File: src/rtl/empc_pkg.sv
package empc_pkg;

    // Field and register widths.
    localparam int SEL_W      = 3;
    localparam int ACT_W      = 3;
    localparam int POS_OUT_W  = 24;
    localparam int DUR_W      = 24;
    localparam int DEB_W      = 8;
    localparam int TIME_W     = 32;
    localparam int STEP_W     = 4;
    localparam int CFG_IDX_W  = 2;
    localparam int CFG_DATA_W = 24;

    // Configuration register indexes.
    typedef enum logic [CFG_IDX_W-1:0] {
        CFG_DURATION = 2'd0,
        CFG_REVERSE  = 2'd1,
        CFG_DEBOUNCE = 2'd2
    } t_cfg_reg;

    // Action codes reported with each result word.
    typedef enum logic [ACT_W-1:0] {
        ACT_NONE       = 3'd0,
        ACT_SHUFFLE    = 3'd1,
        ACT_PREVIOUS   = 3'd2,
        ACT_PLAY_PAUSE = 3'd3,
        ACT_NEXT       = 3'd4,
        ACT_LIKE       = 3'd5
    } t_action;

    // Menu controls, in knob order.
    localparam logic [SEL_W-1:0] SEL_SHUFFLE    = 3'd0;
    localparam logic [SEL_W-1:0] SEL_PREVIOUS   = 3'd1;
    localparam logic [SEL_W-1:0] SEL_PLAY_PAUSE = 3'd2;
    localparam logic [SEL_W-1:0] SEL_NEXT       = 3'd3;
    localparam logic [SEL_W-1:0] SEL_LIKE       = 3'd4;

    localparam logic [SEL_W-1:0]        SEL_RESET      = SEL_PLAY_PAUSE;
    localparam logic [1:0]              PINS_IDLE      = 2'b11;
    localparam logic [DUR_W-1:0]        DURATION_RESET = 24'd222000;
    localparam logic [DEB_W-1:0]        DEBOUNCE_RESET = 8'd30;
    localparam logic signed [STEP_W-1:0] STEPS_PER_DETENT = 4'sd4;

    // Quadrature step for each {previous A, previous B, A, B}.
    typedef logic signed [1:0] t_delta;
    localparam t_delta GRAY_DELTA [16] = '{
        2'sb00, 2'sb11, 2'sb01, 2'sb00,
        2'sb01, 2'sb00, 2'sb00, 2'sb11,
        2'sb11, 2'sb00, 2'sb00, 2'sb01,
        2'sb00, 2'sb01, 2'sb11, 2'sb00
    };

    typedef struct packed {
        logic [SEL_W-1:0] selection;
        logic             moved;
    } t_knob_status;

endpackage

File: src/rtl/empc_knob.sv
module empc_knob #(
    parameter int NUM_CONTROLS = 5
) (
    input  logic                    i_clk,
    input  logic                    i_rst_n,
    input  logic                    i_advance,
    input  logic                    i_pin_a,
    input  logic                    i_pin_b,
    input  logic                    i_reverse,
    output empc_pkg::t_knob_status  o_status
);
    import empc_pkg::*;

    localparam logic [SEL_W-1:0] SEL_LAST = SEL_W'(NUM_CONTROLS - 1);

    logic [1:0]               r_prev_pins;
    logic signed [STEP_W-1:0] r_step_count;
    logic signed [STEP_W-1:0] n_step_count;
    logic [SEL_W-1:0]         r_selection;
    logic [SEL_W-1:0]         n_selection;
    logic [1:0]               pins;
    t_delta                   delta;
    logic signed [STEP_W-1:0] step_sum;
    logic                     detent_up;
    logic                     detent_down;
    logic [SEL_W-1:0]         sel_up;
    logic [SEL_W-1:0]         sel_down;
    logic [SEL_W-1:0]         sel_minus;

    always_comb begin
        pins        = {i_pin_a, i_pin_b};
        delta       = GRAY_DELTA[{r_prev_pins, pins}];
        step_sum    = r_step_count + {{(STEP_W-2){delta[1]}}, delta};
        detent_up   = (step_sum >= STEPS_PER_DETENT);
        detent_down = (step_sum <= -STEPS_PER_DETENT);

        // Clamped neighbours of the current selection.
        sel_up    = (r_selection >= SEL_LAST) ? SEL_LAST : r_selection + SEL_W'(1);
        sel_minus = r_selection - SEL_W'(1);
        if (r_selection == '0) begin
            sel_down = '0;
        end else if (sel_minus > SEL_LAST) begin
            sel_down = SEL_LAST;
        end else begin
            sel_down = sel_minus;
        end

        n_step_count = step_sum;
        n_selection  = r_selection;
        if (detent_up || detent_down) begin
            n_step_count = '0;
            n_selection  = (detent_up ^ i_reverse) ? sel_up : sel_down;
        end

        o_status.selection = n_selection;
        o_status.moved     = (n_selection != r_selection);
    end

    always_ff @(posedge i_clk) begin
        if (!i_rst_n) begin
            r_prev_pins  <= PINS_IDLE;
            r_step_count <= '0;
            r_selection  <= SEL_RESET;
        end else if (i_advance) begin
            r_prev_pins  <= pins;
            r_step_count <= n_step_count;
            r_selection  <= n_selection;
        end
    end

endmodule

File: src/rtl/encoder_menu_playback_controller_unit.sv
// Rotary-knob menu controller for a media playback panel. Each input word carries the two
// sampled encoder pins, a button rising-edge flag and the free-running millisecond time; each
// input word yields exactly one result word with the selected control, whether it moved, the
// action taken, the shuffle, like and playing flags, and the play position at that time. The
// block takes one word per clock while it does not stall its input. The word is captured in
// an input register, decoded by one pass of logic (quadrature step, detent, debounced press,
// position adder and saturation) and captured in the result register, which also serves as
// the output stage so that a new word is accepted while a result is waiting.
// Configuration writes must only be made while no word is in flight.
module encoder_menu_playback_controller_unit #(
    parameter int NUM_CONTROLS  = 5,
    parameter int POSITION_BITS = 24
) (
    input  logic                             i_clk,
    input  logic                             i_rst_n,
    input  logic                             i_cfg_we,
    input  logic [empc_pkg::CFG_IDX_W-1:0]   i_cfg_index,
    input  logic [empc_pkg::CFG_DATA_W-1:0]  i_cfg_data,
    input  logic                             i_in_valid,
    output logic                             o_in_stall,
    input  logic                             i_pin_a,
    input  logic                             i_pin_b,
    input  logic                             i_button_edge,
    input  logic [empc_pkg::TIME_W-1:0]      i_now_ms,
    output logic                             o_out_valid,
    input  logic                             i_out_stall,
    output logic [empc_pkg::SEL_W-1:0]       o_selected_control,
    output logic                             o_selection_moved,
    output logic [empc_pkg::ACT_W-1:0]       o_action,
    output logic                             o_shuffle_on,
    output logic                             o_liked_on,
    output logic                             o_playing_on,
    output logic [empc_pkg::POS_OUT_W-1:0]   o_position_ms
);
    import empc_pkg::*;

    // The position sum is kept one bit wider than the time so that it never wraps.
    localparam int                SUM_W       = TIME_W + 1;
    localparam logic [SUM_W-1:0]  POS_MAX     = (SUM_W'(1) << POSITION_BITS) - SUM_W'(1);
    localparam logic [SUM_W-1:0]  RESET_LIMIT = (SUM_W'(DURATION_RESET) > POS_MAX) ?
                                                POS_MAX : SUM_W'(DURATION_RESET);

    // Configuration. The duration is held already clamped to the position range.
    logic [POSITION_BITS-1:0] r_limit;
    logic                     r_reverse;
    logic [DEB_W-1:0]         r_debounce;

    // Handshake control.
    logic r_in_valid;
    logic r_out_valid;
    logic out_free;
    logic fire;
    logic in_accept;

    // Input register.
    logic              r_pin_a;
    logic              r_pin_b;
    logic              r_button_edge;
    logic [TIME_W-1:0] r_now_ms;

    // Playback state.
    logic                     r_shuffle;
    logic                     r_like;
    logic                     r_playing;
    logic [POSITION_BITS-1:0] r_frozen;
    logic [TIME_W-1:0]        r_resume_time;
    logic [TIME_W-1:0]        r_last_press;

    logic                     n_shuffle;
    logic                     n_like;
    logic                     n_playing;
    logic [POSITION_BITS-1:0] n_frozen;
    logic [TIME_W-1:0]        n_resume_time;
    logic [TIME_W-1:0]        n_last_press;
    t_action                  n_action;
    logic [POSITION_BITS-1:0] n_position;

    // Result register.
    logic [SEL_W-1:0]         r_selected;
    logic                     r_moved;
    t_action                  r_action;
    logic                     r_shuffle_out;
    logic                     r_like_out;
    logic                     r_playing_out;
    logic [POSITION_BITS-1:0] r_position;

    t_knob_status             knob;
    logic                     press;
    logic                     pausing;
    logic                     resuming;
    logic [TIME_W-1:0]        elapsed;
    logic [SUM_W-1:0]         pos_sum;
    logic [POSITION_BITS-1:0] pos_sat;

    // A word moves from the input register to the result register whenever the result
    // register is empty or its word is being taken in the same cycle.
    assign out_free   = !r_out_valid || !i_out_stall;
    assign fire       = r_in_valid && out_free;
    assign o_in_stall = r_in_valid && !out_free;
    assign in_accept  = i_in_valid && !o_in_stall;

    // The encoder is decoded first, so that a press acts on the selection it leaves.
    empc_knob #(
        .NUM_CONTROLS (NUM_CONTROLS)
    ) u_knob (
        .i_clk     (i_clk),
        .i_rst_n   (i_rst_n),
        .i_advance (fire),
        .i_pin_a   (r_pin_a),
        .i_pin_b   (r_pin_b),
        .i_reverse (r_reverse),
        .o_status  (knob)
    );

    always_comb begin
        // A press is taken only once strictly more than the debounce time has passed since
        // the last accepted press; a rejected edge is simply dropped.
        press   = r_button_edge && ((r_now_ms - r_last_press) > TIME_W'(r_debounce));
        elapsed = r_now_ms - r_resume_time;

        n_shuffle     = r_shuffle;
        n_like        = r_like;
        n_playing     = r_playing;
        n_resume_time = r_resume_time;
        n_last_press  = r_last_press;
        n_action      = ACT_NONE;
        pausing       = 1'b0;
        resuming      = 1'b0;

        if (press) begin
            n_last_press = r_now_ms;
            unique case (knob.selection)
                SEL_SHUFFLE: begin
                    n_shuffle = !r_shuffle;
                    n_action  = ACT_SHUFFLE;
                end
                SEL_PREVIOUS: begin
                    n_action = ACT_PREVIOUS;
                end
                SEL_PLAY_PAUSE: begin
                    pausing  = r_playing;
                    resuming = !r_playing;
                    n_action = ACT_PLAY_PAUSE;
                end
                SEL_NEXT: begin
                    n_action = ACT_NEXT;
                end
                SEL_LIKE: begin
                    n_like   = !r_like;
                    n_action = ACT_LIKE;
                end
                default: begin
                    // Controls beyond the like button carry no meaning.
                end
            endcase
        end

        // One adder serves every case: on resume the elapsed time is zero, since the
        // resume time is being set to now.
        pos_sum = SUM_W'(r_frozen) + SUM_W'(resuming ? '0 : elapsed);
        pos_sat = (pos_sum > SUM_W'(r_limit)) ? r_limit : POSITION_BITS'(pos_sum);

        n_frozen = r_frozen;
        if (pausing) begin
            n_frozen  = pos_sat;
            n_playing = 1'b0;
        end
        if (resuming) begin
            n_resume_time = r_now_ms;
            n_playing     = 1'b1;
        end

        // While paused the stored position is reported as it stands, even if the duration
        // has since been lowered below it.
        n_position = n_playing ? pos_sat : n_frozen;
    end

    // Control, configuration and playback state.
    always_ff @(posedge i_clk) begin
        if (!i_rst_n) begin
            r_limit       <= POSITION_BITS'(RESET_LIMIT);
            r_reverse     <= 1'b0;
            r_debounce    <= DEBOUNCE_RESET;
            r_in_valid    <= 1'b0;
            r_out_valid   <= 1'b0;
            r_shuffle     <= 1'b0;
            r_like        <= 1'b0;
            r_playing     <= 1'b1;
            r_frozen      <= '0;
            r_resume_time <= '0;
            r_last_press  <= '0;
        end else begin
            if (i_cfg_we) begin
                unique case (i_cfg_index)
                    CFG_DURATION: begin
                        r_limit <= (SUM_W'(i_cfg_data[DUR_W-1:0]) > POS_MAX) ?
                                   POSITION_BITS'(POS_MAX) :
                                   POSITION_BITS'(i_cfg_data[DUR_W-1:0]);
                    end
                    CFG_REVERSE: begin
                        r_reverse <= i_cfg_data[0];
                    end
                    CFG_DEBOUNCE: begin
                        r_debounce <= i_cfg_data[DEB_W-1:0];
                    end
                    default: begin
                        // Writes to unused indexes are ignored.
                    end
                endcase
            end

            if (in_accept) begin
                r_in_valid <= 1'b1;
            end else if (fire) begin
                r_in_valid <= 1'b0;
            end

            if (fire) begin
                r_out_valid <= 1'b1;
            end else if (!i_out_stall) begin
                r_out_valid <= 1'b0;
            end

            if (fire) begin
                r_shuffle     <= n_shuffle;
                r_like        <= n_like;
                r_playing     <= n_playing;
                r_frozen      <= n_frozen;
                r_resume_time <= n_resume_time;
                r_last_press  <= n_last_press;
            end
        end
    end

    // Payload registers.
    always_ff @(posedge i_clk) begin
        if (in_accept) begin
            r_pin_a       <= i_pin_a;
            r_pin_b       <= i_pin_b;
            r_button_edge <= i_button_edge;
            r_now_ms      <= i_now_ms;
        end
        if (fire) begin
            r_selected    <= knob.selection;
            r_moved       <= knob.moved;
            r_action      <= n_action;
            r_shuffle_out <= n_shuffle;
            r_like_out    <= n_like;
            r_playing_out <= n_playing;
            r_position    <= n_position;
        end
    end

    assign o_out_valid        = r_out_valid;
    assign o_selected_control = r_selected;
    assign o_selection_moved  = r_moved;
    assign o_action           = r_action;
    assign o_shuffle_on       = r_shuffle_out;
    assign o_liked_on         = r_like_out;
    assign o_playing_on       = r_playing_out;
    assign o_position_ms      = POS_OUT_W'(r_position);

endmodule

File: config.mk
export PLATFORM = sky130hd
export DESIGN_NAME = encoder_menu_playback_controller_unit
export DESIGN_NICKNAME = d
export VERILOG_FILES = /design/src/rtl/empc_pkg.sv /design/src/rtl/empc_knob.sv /design/src/rtl/encoder_menu_playback_controller_unit.sv
export SDC_FILE = /design/constraint.sdc
export NUM_CORES = 1
export LEC_CHECK = 0
export CORE_MARGIN = 4
export CORE_UTILIZATION = 25
export CTS_CLUSTER_SIZE = 40
export DETAILED_ROUTE_END_ITERATION = 8
export DONT_BUFFER_PORTS = 1
export PLACE_DENSITY = 0.39
export SLEW_MARGIN = 20
export SYNTH_ARGS = -nofsm -noshare
export SYNTH_HDL_FRONTEND = slang
export SYNTH_SLANG_ARGS = --single-unit
File: constraint.sdc
create_clock -name i_clk -period 15.5 [get_ports i_clk]
set_clock_uncertainty 0.1 [all_clocks]
set_input_delay 0.775 -clock i_clk [delete_from_list [all_inputs] [get_ports i_clk]]
set_output_delay 0.775 -clock i_clk [all_outputs]
set_load 0.01 [all_outputs]
==> key figures, run 1 <==
Clock network
  • Clock latency on the worst-skew pair: 550 ps
  • CTS Buf Count: 26
  • Hold Buf Count CTS: 0
  • Post-CTS Resized: 0
  • Clk sinks: 204
  • CTS tree: yes
  • CTS root buf: clkbuf_16
  • Clock-pin slew on the worst setup and hold paths: 60 ps
  • Max clock buf depth: 3
  • Post-CTS Setup Repair Bufs: 0
  • Htree depth: 1

Yosys
  • Yosys warns: 0
  • Ys flop type: dfxtp_1
  • #FFs+latches synth: 204
  • Post-synthesis sequential area ratio: 33.6%
  • Post-synthesis cell count: 1,635
  • Synth top area share: 19.0%
  • Post-synth ARST share: 0%
  • Post-Synthesis Cell Area: 0.0142 mm²
  • EDFF count, synth: 69
  • Net Count, Synth: 1,835
  • Top cells by area, synth: dfxtp_1, edfxtp_1, ha_1
  • Avg Cell Area, Syn: 8.68 µm²
  • Synth unique cells: 82
  • Area leader, netlist: dfxtp_1
  • Most common cell in the synthesized netlist: nand2_1
  • Synth cell count leaders: nand2_1, dfxtp_1, ha_1

Placed design
  • Port Buffers: 0
  • DP Area: 0.0150 mm²
  • DP HPWL: 32,800 µm
  • Placed instance count: 2,341
  • Gpl congestion: 0.839

Global routing
  • Number of global-route vias before repair: 11,423
  • Initial antenna violation count: 0
  • Grt ovf: 0
  • Largest net degree at the start of global routing: 114
  • Total GRT Usage: 13.8%
  • First-pass GRT wire length: 66,600 µm

Outcome
  • Status: finished clean

Floorplanning
  • Die width: 246 µm
  • Initial Util: 25.2%
  • DIE AREA: 0.0606 mm²
  • Core area: 0.0563 mm²
  • Die Ht: 246 µm
  • Number of I/O pins: 102
  • Rows: 87

Worst setup path
  • Worst setup path class: register to register
  • Critical path capture point type: register
  • Worst-path fanout max: 24
  • Buf+Inv Stages, Crit Path: 2
  • Critical Path AT: 11,160 ps
  • Delay of the slowest critical-path stage: 900 ps
  • Top delay family on crit path: compound AO/OA/AOI/OAI gates
  • Critical Path Source Type: register
  • CP required: 15,650 ps
  • CP max-delay cell: o31ai_1

Pwr
  • Seq pwr share: 39.4%
  • Lkg Pwr: 6.13 nW
  • Maximum VDD drop: 0.0000798 V
  • Switching share of power: 30.7%
  • PwrDens: 97.4 mW/mm²
  • Clock Power Share: 38.5%
  • Power share of the combinational group: 22.1%
  • Pint: 1.07 mW
  • NetSw: 474 µW

Drt
  • Routed Antenna Nets: 0
  • Post-route DRC: 0
  • Per-cell routed wire length: 17.8 µm
  • Vias: 11,552
  • First DRT Iteration DRCs: 545
  • Pre-antenna DRT Iters: 4
  • Avg Vias per Cell: 4.83
  • Routed WL: 42,600 µm

Cells and area
  • Fin area: 0.0158 mm²
  • Fillers: 5,987
  • Ant diodes: 0
  • Area Growth Syn to Fin: 11.6%
  • Multi-input gate area: 0.00874 mm²
  • Fin cells: 2,390
  • Layout Nets: 1,814
  • Register area: 0.00477 mm²
  • Layout cells sized above 1: 4.83%

Timing
  • Max frequency: 90.9 MHz
  • Worst-Margin Slew: 1080 ps
  • Pins Over Slew Limit: 0
  • Crit path time final: 11,000 ps
  • Fin crit share: 71.0%
  • Max-Slew Margin vs Limit: 27.4%
  • RSZ-0062 raised after global routing: no
  • Setup TNS: 0 ps
  • Final Setup Violations: 0
  • Final Hold Vio Count: 0
  • Hold Slack: 221 ps

Flow run
  • Max-cap viol count: 0

Worst hold path
  • Hold Crit Class: input port to register
==> path summary, 6_finish.rpt <==
| kind | start | endpoint | slack (ps) | cells past startpoint |
|---|---|---|---|---|
| setup reg to reg | r_now_ms[4] | o_position_ms[9] | 4500 | 41 |
| hold reg to reg | u_knob.r_step_count[0] | u_knob.r_step_count[0] | 370 | 2 |
| setup / recovery | r_now_ms[4] | o_position_ms[9] | 4500 | 41 |
| hold / removal | i_now_ms[1] | r_now_ms[1] | 220 | 0 |
==> layer usage <==
layer  GRT usage, %  wire length (µm)  up-vias
li1               -                 -     5825
met1           18.8             20700     5495
met2           23.0             19500      175
met3           1.98              1300       57
met4           3.50              1090        0
met5              0                 0        -
==> per-stage QoR <==
stage / total power, mW / setup WS [ps] / util (%)
final: 1.54 / 4500 / 28.1
after global routing: 1.63 / 3550 / 28.1
after CTS: 1.57 / 4370 / 28.1
after detailed placement: 0.961 / 4420 / 26.6
after global placement: 0.961 / 4750 / 26.6
after floorplan: 0.866 / 6440 / -
==> power groups by stage <==
| stage | clock [mW] | sequential (mW) | combinational, mW |
|---|---|---|---|
| after floorplan | 0 | 0.608 | 0.258 |
| after global placement | 0 | 0.620 | 0.341 |
| final | 0.594 | 0.607 | 0.342 |
| after detailed placement | 0 | 0.620 | 0.341 |
| after global routing | 0.640 | 0.610 | 0.385 |
| after CTS | 0.621 | 0.608 | 0.343 |
==> registers in the layout (all words and copies together), names as in the netlist, 4 cells and up <==
name	cells
o_position_ms	24
r_debounce	8
r_frozen	24
r_last_press	32
r_limit	24
r_now_ms	32
r_resume_time	32
u_knob.r_step_count	4
==> logic make-up after synthesis <==
logic type	share of synthesized area, %
adder cells (fa/ha/maj)	12.0
AO/OA/AOI/OAI	19.9
AND/OR/NAND/NOR	18.1
flip-flops	33.6
buffers and inverters	5.00
multiplexers	7.16
XOR/XNOR	4.26
==> layout by cell type (no fill, tap or decap), drive strengths merged, types with 9 or more instances in the layout <==
cell type / instances
nand2: 169
dfxtp: 135
ha: 130
inv: 123
a21oi: 121
nor2: 106
mux2i: 97
nor2b: 89
o21ai: 86
edfxtp: 69
xnor2: 44
a21o: 43
clkbuf: 34
nor3: 28
a21boi: 27
xor2: 25
nand4: 25
o21a: 22
o211ai: 21
nand3: 20
nand2b: 15
and3: 13
a211oi: 12
o21bai: 11
a31oi: 11
clkinv: 11
buf: 10
and2: 9
o2111ai: 9
==> layout make-up <==
| cell class | instances | area share [%] |
|---|---|---|
| clock buffers | 34 | 4.50 |
| repair buffers | 10 | 0.553 |
| flip-flops and latches | 204 | 30.1 |
| clock inverters | 14 | 0.751 |
| inverters | 123 | 2.92 |
| well taps | 756 | 5.97 |
| multi-input cells | 1249 | 55.2 |
Note: power is estimated with default switching activity, not from simulation.
==> inputs of run 2 (changes only) <==
- clock period: 15.5 -> 10.4 ns (I/O delays scaled with it)
==> run 2 against run 1 <==
  * Die area stayed put
  * Register-to-register slack worse by 3800 ps
  * Non-clock buffer count is 69 higher
  * Maximum frequency increased by 13%
  * Critical path type unchanged
  * Largest power group is now clock
==> key figures, run 2 (synthesis gave the netlist of run 1 again) <==
Outcome
  • Status: finished clean

Drt
  • Avg Vias per Cell: 4.83 (about the same)
  • Per-cell routed wire length: 18.3 µm (+2.6%)
  • Routed WL: 45,000 µm (+5.7%)
  • Routed Antenna Nets: 0 (unchanged)
  • Pre-antenna DRT Iters: 5 (+1)
  • First DRT Iteration DRCs: 550 (+0.92%)
  • Vias: 11,893 (+3.0%)
  • Post-route DRC: 0 (unchanged)

Worst setup path
  • CP max-delay cell: o41ai_1
  • Critical Path AT: 9870 ps (-1290 ps)
  • Delay of the slowest critical-path stage: 540 ps (-360 ps)
  • Worst reg2reg path depth: 42 (+2.4%)
  • Worst setup path class: register to register
  • CP required: 10,560 ps (-5090 ps)
  • Most used cell, CP: a21oi_1
  • Critical Path Source Type: register
  • Worst-path fanout max: 11 (-54%)
  • Critical path capture point type: register

Floorplanning
  • Number of I/O pins: 102 (unchanged)
  • Rows: 87 (unchanged)
  • Die width: 246 µm (unchanged)
  • Core area: 0.0563 mm² (unchanged)
  • Die Ht: 246 µm (unchanged)
  • DIE AREA: 0.0606 mm² (unchanged)
  • Initial Util: 25.2% (unchanged)

Cells and area
  • Fin area: 0.0168 mm² (+6.4%)
  • Ant diodes: 0 (unchanged)
  • Top flop regs: r_last_press x32, r_now_ms x32, r_resume_time x32
  • Layout Nets: 1,885 (+3.9%)
  • Fillers: 5,958 (-0.48%)
  • Commonest non-fill, non-tap cell in the layout: nand2_1
  • Layout cells sized above 1: 6.68% (+1.8 points)
  • Fin cells: 2,463 (+3.1%)
  • Area Growth Syn to Fin: 18.7%
  • Most frequent cells in the layout: nand2_1, dfxtp_1, ha_1
  • Util after Layout: 29.9% (+1.8 points)

Clock network
  • CTS tree: yes
  • CTS root buf: clkbuf_16
  • Htree depth: 1 (unchanged)
  • Clock latency on the worst-skew pair: 560 ps (about the same)
  • CTS Buf Count: 28 (+7.7%)
  • Max clock buf depth: 3 (unchanged)
  • Clock-pin slew on the worst setup and hold paths: 60 ps (about the same)
  • Clk sinks: 204 (unchanged)

Pwr
  • Lkg Pwr: 6.56 nW (+7.1%)
  • Maximum VDD drop: 0.000112 V (+41%)
  • Pwr Total: 2.50 mW (+62%)
  • PwrDens: 148 mW/mm² (+52%)

Timing
  • Crit path time final: 9710 ps (-1290 ps)
  • Worst-Margin Slew: 1090 ps (+10.4 ps)
  • Max-Slew Margin vs Limit: 27.3% (-0.078 points)
  • Fin crit share: 93.4% (+22 points)
  • Max frequency: 103 MHz (+13%)
  • Pins Over Slew Limit: 0 (unchanged)
  • Final Hold Vio Count: 0 (unchanged)
  • Final worst slack: 686 ps (-3810 ps)
  • Final Setup Violations: 0 (unchanged)

Global routing
  • Initial antenna violation count: 0 (unchanged)
  • Grt ovf: 0 (unchanged)
  • First-pass GRT wire length: 69,500 µm (+4.4%)
  • Total GRT Usage: 14.5% (+0.67 points)
  • Largest net degree at the start of global routing: 65 (-43%)
  • Number of global-route vias before repair: 11,736 (+2.7%)

Placed design
  • Gpl congestion: 0.858 (+2.3%)
  • DP HPWL: 32,900 µm (+0.33%)
  • Dpl ws: 189 ps (-4230 ps)
  • DP Area: 0.0150 mm² (+0.18%)
  • Placed instance count: 2,343 (+0.085%)
  • Port Buffers: 0 (unchanged)

Worst hold path
  • Worst hold path depth: 2 (+2)
  • Hold Crit Class: input port to register

Flow run
  • Max-cap viol count: 0 (unchanged)
run 2: cell types whose count changed in the layout (fill, tap and decap cells not counted), moves of 3 or more:
cell	before	now
dlygate4sd3_1	0	60
clkinv_1	6	1
buf_4	9	13
clkbuf_16	27	31
bufinv_16	2	5
nor2_1	106	103
nor2_2	0	3
run 2: worst paths after layout:
kind / slack (ps) / end / start
max: 690 / o_position_ms[8] / r_now_ms[4]
min: 30 / r_limit[7] / i_cfg_data[7]
max reg2reg: 690 / o_position_ms[8] / r_now_ms[4]
min reg2reg: 370 / u_knob.r_step_count[0] / u_knob.r_step_count[0]
run 2: final cells by class:
cell class | instances | area [µm²] | share of cell area (%)
multi-input cells | 1249 | 8820 | 52.4
clock inverters | 15 | 211 | 1.26
repair buffers | 79 | 822 | 4.88
well taps | 756 | 946 | 5.62
clock buffers | 37 | 807 | 4.79
flip-flops and latches | 204 | 4770 | 28.3
inverters | 123 | 462 | 2.74
run 2: power breakdown:
part / internal [mW] / switching, mW / total, mW
combinational: 0.218 / 0.331 / 0.549
clock: 0.668 / 0.379 / 1.05
sequential: 0.867 / 0.0377 / 0.905
run 2: per-layer routing:
layer	GRT usage, %	vias up	part of all wire, %
met5	0	-	0
met4	3.55	0	2.7
met3	1.80	65	3.4
met2	24.1	210	46
met1	20.0	5652	48
li1	-	5966	-
run 2: critical path, delay by kind of cell, from the launching register on:
kind | cells | cell delay, ps
fa+ha+maj | 4 | 1280
xor+xnor | 2 | 280
simple gates | 11 | 1590
compound gates | 21 | 4890
buf+inv | 3 | 570
mux | 1 | 240
flops | 1 | 450
run 2: timing repair:
item / 4_1_cts / 5_1_grt
hold buffers: 62 / 0
hold endpoints to repair: 108 / 0
endpoints found under the setup margin: 0 / 48
gates resized for setup: 0 / 19
setup buffers: 0 / 3
run 2: per-stage QoR:
stage,TNS (ps),hold slack (ps)
5_1_grt,-131,18.0
6_report,0,33.2
4_1_cts,0,0.244
3_5_place_dp,0,364
2_1_floorplan,0,345
3_3_place_gp,0,361
==> inputs of run 3 (changes only) <==
- CORE_MARGIN: 4 -> default
==> run 3 against run 2 <==
  * Via count is 1.2% lower
  * Critical path depth stayed put
  * Global-route usage is 0.50 points higher
  * Cell count is 0.65% lower
  * Utilization is 0.19 points lower
  * Non-clock buffer count is 8 lower
  * Register-to-register slack hardly changed
  * Routed wire length is 4.5% lower
  * Cell area is 1.8% lower
  * Sequential cell count stayed put
  * Setup slack better by 6.2 ps
  * Hold slack better by 2.2 ps
  * Largest power group is now sequential cells
==> key figures, run 3 (synthesis gave the netlist of run 1 again) <==
Outcome
  • Status: finished clean

Floorplanning
  • Die width: 240 µm (-2.4%)
  • DIE AREA: 0.0577 mm² (-4.8%)
  • Core area: 0.0556 mm² (-1.1%)
  • Die Ht: 240 µm (-2.4%)
  • Initial Util: 25.5% (+0.29 points)
  • Number of I/O pins: 102 (unchanged)
  • Rows: 86 (-1.1%)

Placed design
  • Gpl congestion: 0.865 (+0.80%)
  • Port Buffers: 0 (unchanged)
  • DP HPWL: 32,500 µm (-1.1%)
  • Placed instance count: 2,333 (-0.43%)
  • DP Area: 0.0150 mm² (-0.25%)

Worst setup path
  • CP max-delay cell: edfxtp_1
  • Worst setup path class: register to register
  • Most used cell, CP: a21oi_1
  • Critical Path AT: 9880 ps (about the same)
  • Top delay family on crit path: compound AO/OA/AOI/OAI gates
  • CP Depth: 42 (unchanged)
  • CP required: 10,570 ps (about the same)
  • Worst reg2reg path depth: 42 (unchanged)
  • Critical path capture point type: register
  • Buf+Inv Stages, Crit Path: 3 (unchanged)
  • Delay of the slowest critical-path stage: 450 ps (-90 ps)
  • Worst-path fanout max: 22 (+11)
  • Critical Path Source Type: register

Clock network
  • CTS root buf: clkbuf_16
  • Htree depth: 1 (unchanged)
  • Clock latency on the worst-skew pair: 560 ps (about the same)
  • Clk sinks: 204 (unchanged)
  • Max clock buf depth: 3 (unchanged)
  • CTS Buf Count: 28 (unchanged)
  • CTS tree: yes
  • Clock-pin slew on the worst setup and hold paths: 60 ps (about the same)

Pwr
  • Clock Power Share: 38.5% (-3.4 points)
  • Maximum VDD drop: 0.0000920 V (-18%)
  • Switching share of power: 31.2% (+1.3 points)
  • Lkg Pwr: 6.42 nW (-2.2%)
  • NetSw: 728 µW (-2.6%)
  • Pint: 1.60 mW (-8.5%)
  • Pwr Total: 2.33 mW (-6.7%)
  • PwrDens: 141 mW/mm² (-5.0%)
  • Power share of the combinational group: 22.7% (+0.7 points)
  • Seq pwr share: 38.8% (+2.6 points)

Timing
  • Crit path time final: 9710 ps (-6.20 ps)
  • RSZ-0062 raised after global routing: no
  • Max-Slew Margin vs Limit: 29.3% (+2.0 points)
  • Worst-Margin Slew: 1060 ps (-29.4 ps)
  • Pins Over Slew Limit: 0 (unchanged)
  • Fin crit share: 93.3% (about the same)
  • Final Setup Violations: 0 (unchanged)
  • Max frequency: 103 MHz (about the same)
  • Final Hold Vio Count: 0 (unchanged)

Global routing
  • Largest net degree at the start of global routing: 81 (+25%)
  • Grt ovf: 0 (unchanged)
  • First-pass GRT wire length: 67,800 µm (-2.4%)
  • Number of global-route vias before repair: 11,787 (+0.43%)
  • Total GRT Usage: 15.0% (+0.50 points)
  • Initial antenna violation count: 0 (unchanged)

Cells and area
  • Layout Nets: 1,877 (-0.42%)
  • Multi-input gate area: 0.00880 mm² (-0.26%)
  • Commonest non-fill, non-tap cell in the layout: nand2_1
  • Fin area: 0.0165 mm² (-1.8%)
  • Area Growth Syn to Fin: 16.6%
  • Register area: 0.00477 mm² (unchanged)
  • Layout cells sized above 1: 5.47% (-1.2 points)
  • Top flop regs: r_last_press x32, r_now_ms x32, r_resume_time x32
  • Fillers: 5,958 (unchanged)
  • Most frequent cells in the layout: nand2_1, dfxtp_1, ha_1
  • Ant diodes: 0 (unchanged)
  • Fin cells: 2,447 (-0.65%)

Drt
  • Avg Vias per Cell: 4.80 (-0.52%)
  • Per-cell routed wire length: 17.6 µm (-3.9%)
  • Post-route DRC: 0 (unchanged)
  • Vias: 11,754 (-1.2%)
  • Routed Antenna Nets: 0 (unchanged)
  • Pre-antenna DRT Iters: 5 (unchanged)
  • First DRT Iteration DRCs: 558 (+1.5%)
  • Routed WL: 43,000 µm (-4.5%)

Worst hold path
  • Hold Crit Class: input port to register
  • Worst hold path depth: 2 (unchanged)

Flow run
  • Max-cap viol count: 0 (unchanged)
run 3: changes by cell type in the layout (fill, tap and decap cells not counted), moves of 3 or more:
| cell | delta |
|---|---|
| buf_4 | -5 |
| bufinv_16 | -5 |
| clkbuf_1 | +7 |
| clkinv_1 | +3 |
run 3: layer usage:
metal | vias up | part of all wire [%] | global-route usage (%)
met3 | 51 | 3.3 | 1.89
met4 | 0 | 1.9 | 3.30
met5 | - | 0 | 0
met1 | 5579 | 50 | 20.8
met2 | 178 | 45 | 24.6
li1 | 5946 | - | -
run 3: final timing paths:
| kind | end | start | slack (ps) |
|---|---|---|---|
| worst max register to register | o_position_ms[1] | r_now_ms[4] | 690 |
| worst min-delay path | o_out_valid | i_out_stall | 40 |
| worst min register to register | u_knob.r_step_count[0] | u_knob.r_step_count[0] | 370 |
| worst max-delay path | o_position_ms[1] | r_now_ms[4] | 690 |
run 3: power by group through the flow:
| stage | clock (mW) | combinational [mW] | sequential, mW |
|---|---|---|---|
| floorplan | 0 | 0.385 | 0.906 |
| global placement | 0 | 0.503 | 0.924 |
| detailed placement | 0 | 0.502 | 0.924 |
| CTS | 0.936 | 0.528 | 0.907 |
| global route | 0.959 | 0.595 | 0.911 |
| finish | 0.898 | 0.529 | 0.906 |
run 3: what timing repair did:
item	CTS	global route
resized for setup	1	20
setup endpoints to repair	21	48
hold buffers	60	0
pin swaps	0	3
setup buffers	0	1
hold endpoints to repair	75	0
run 3: final cells by class:
class | count | area share (%)
clock buffer | 42 | 4.80
clock inverter | 10 | 0.318
inverter | 123 | 2.79
multi-input combinational | 1249 | 53.2
sequential | 204 | 28.9
tap | 748 | 5.66
timing repair buffer | 71 | 4.39
run 3: per-stage QoR:
stage               setup WS, ps  utilization (%)  hold slack (ps)  setup TNS (ps)
finish                       693             29.7             35.4               0
global route                10.6             29.7             26.3               0
CTS                         52.9             29.6            0.822               0
detailed placement         -10.1             26.9              369           -20.2
global placement             281             26.9              365               0
floorplan                   1340                -              345               0
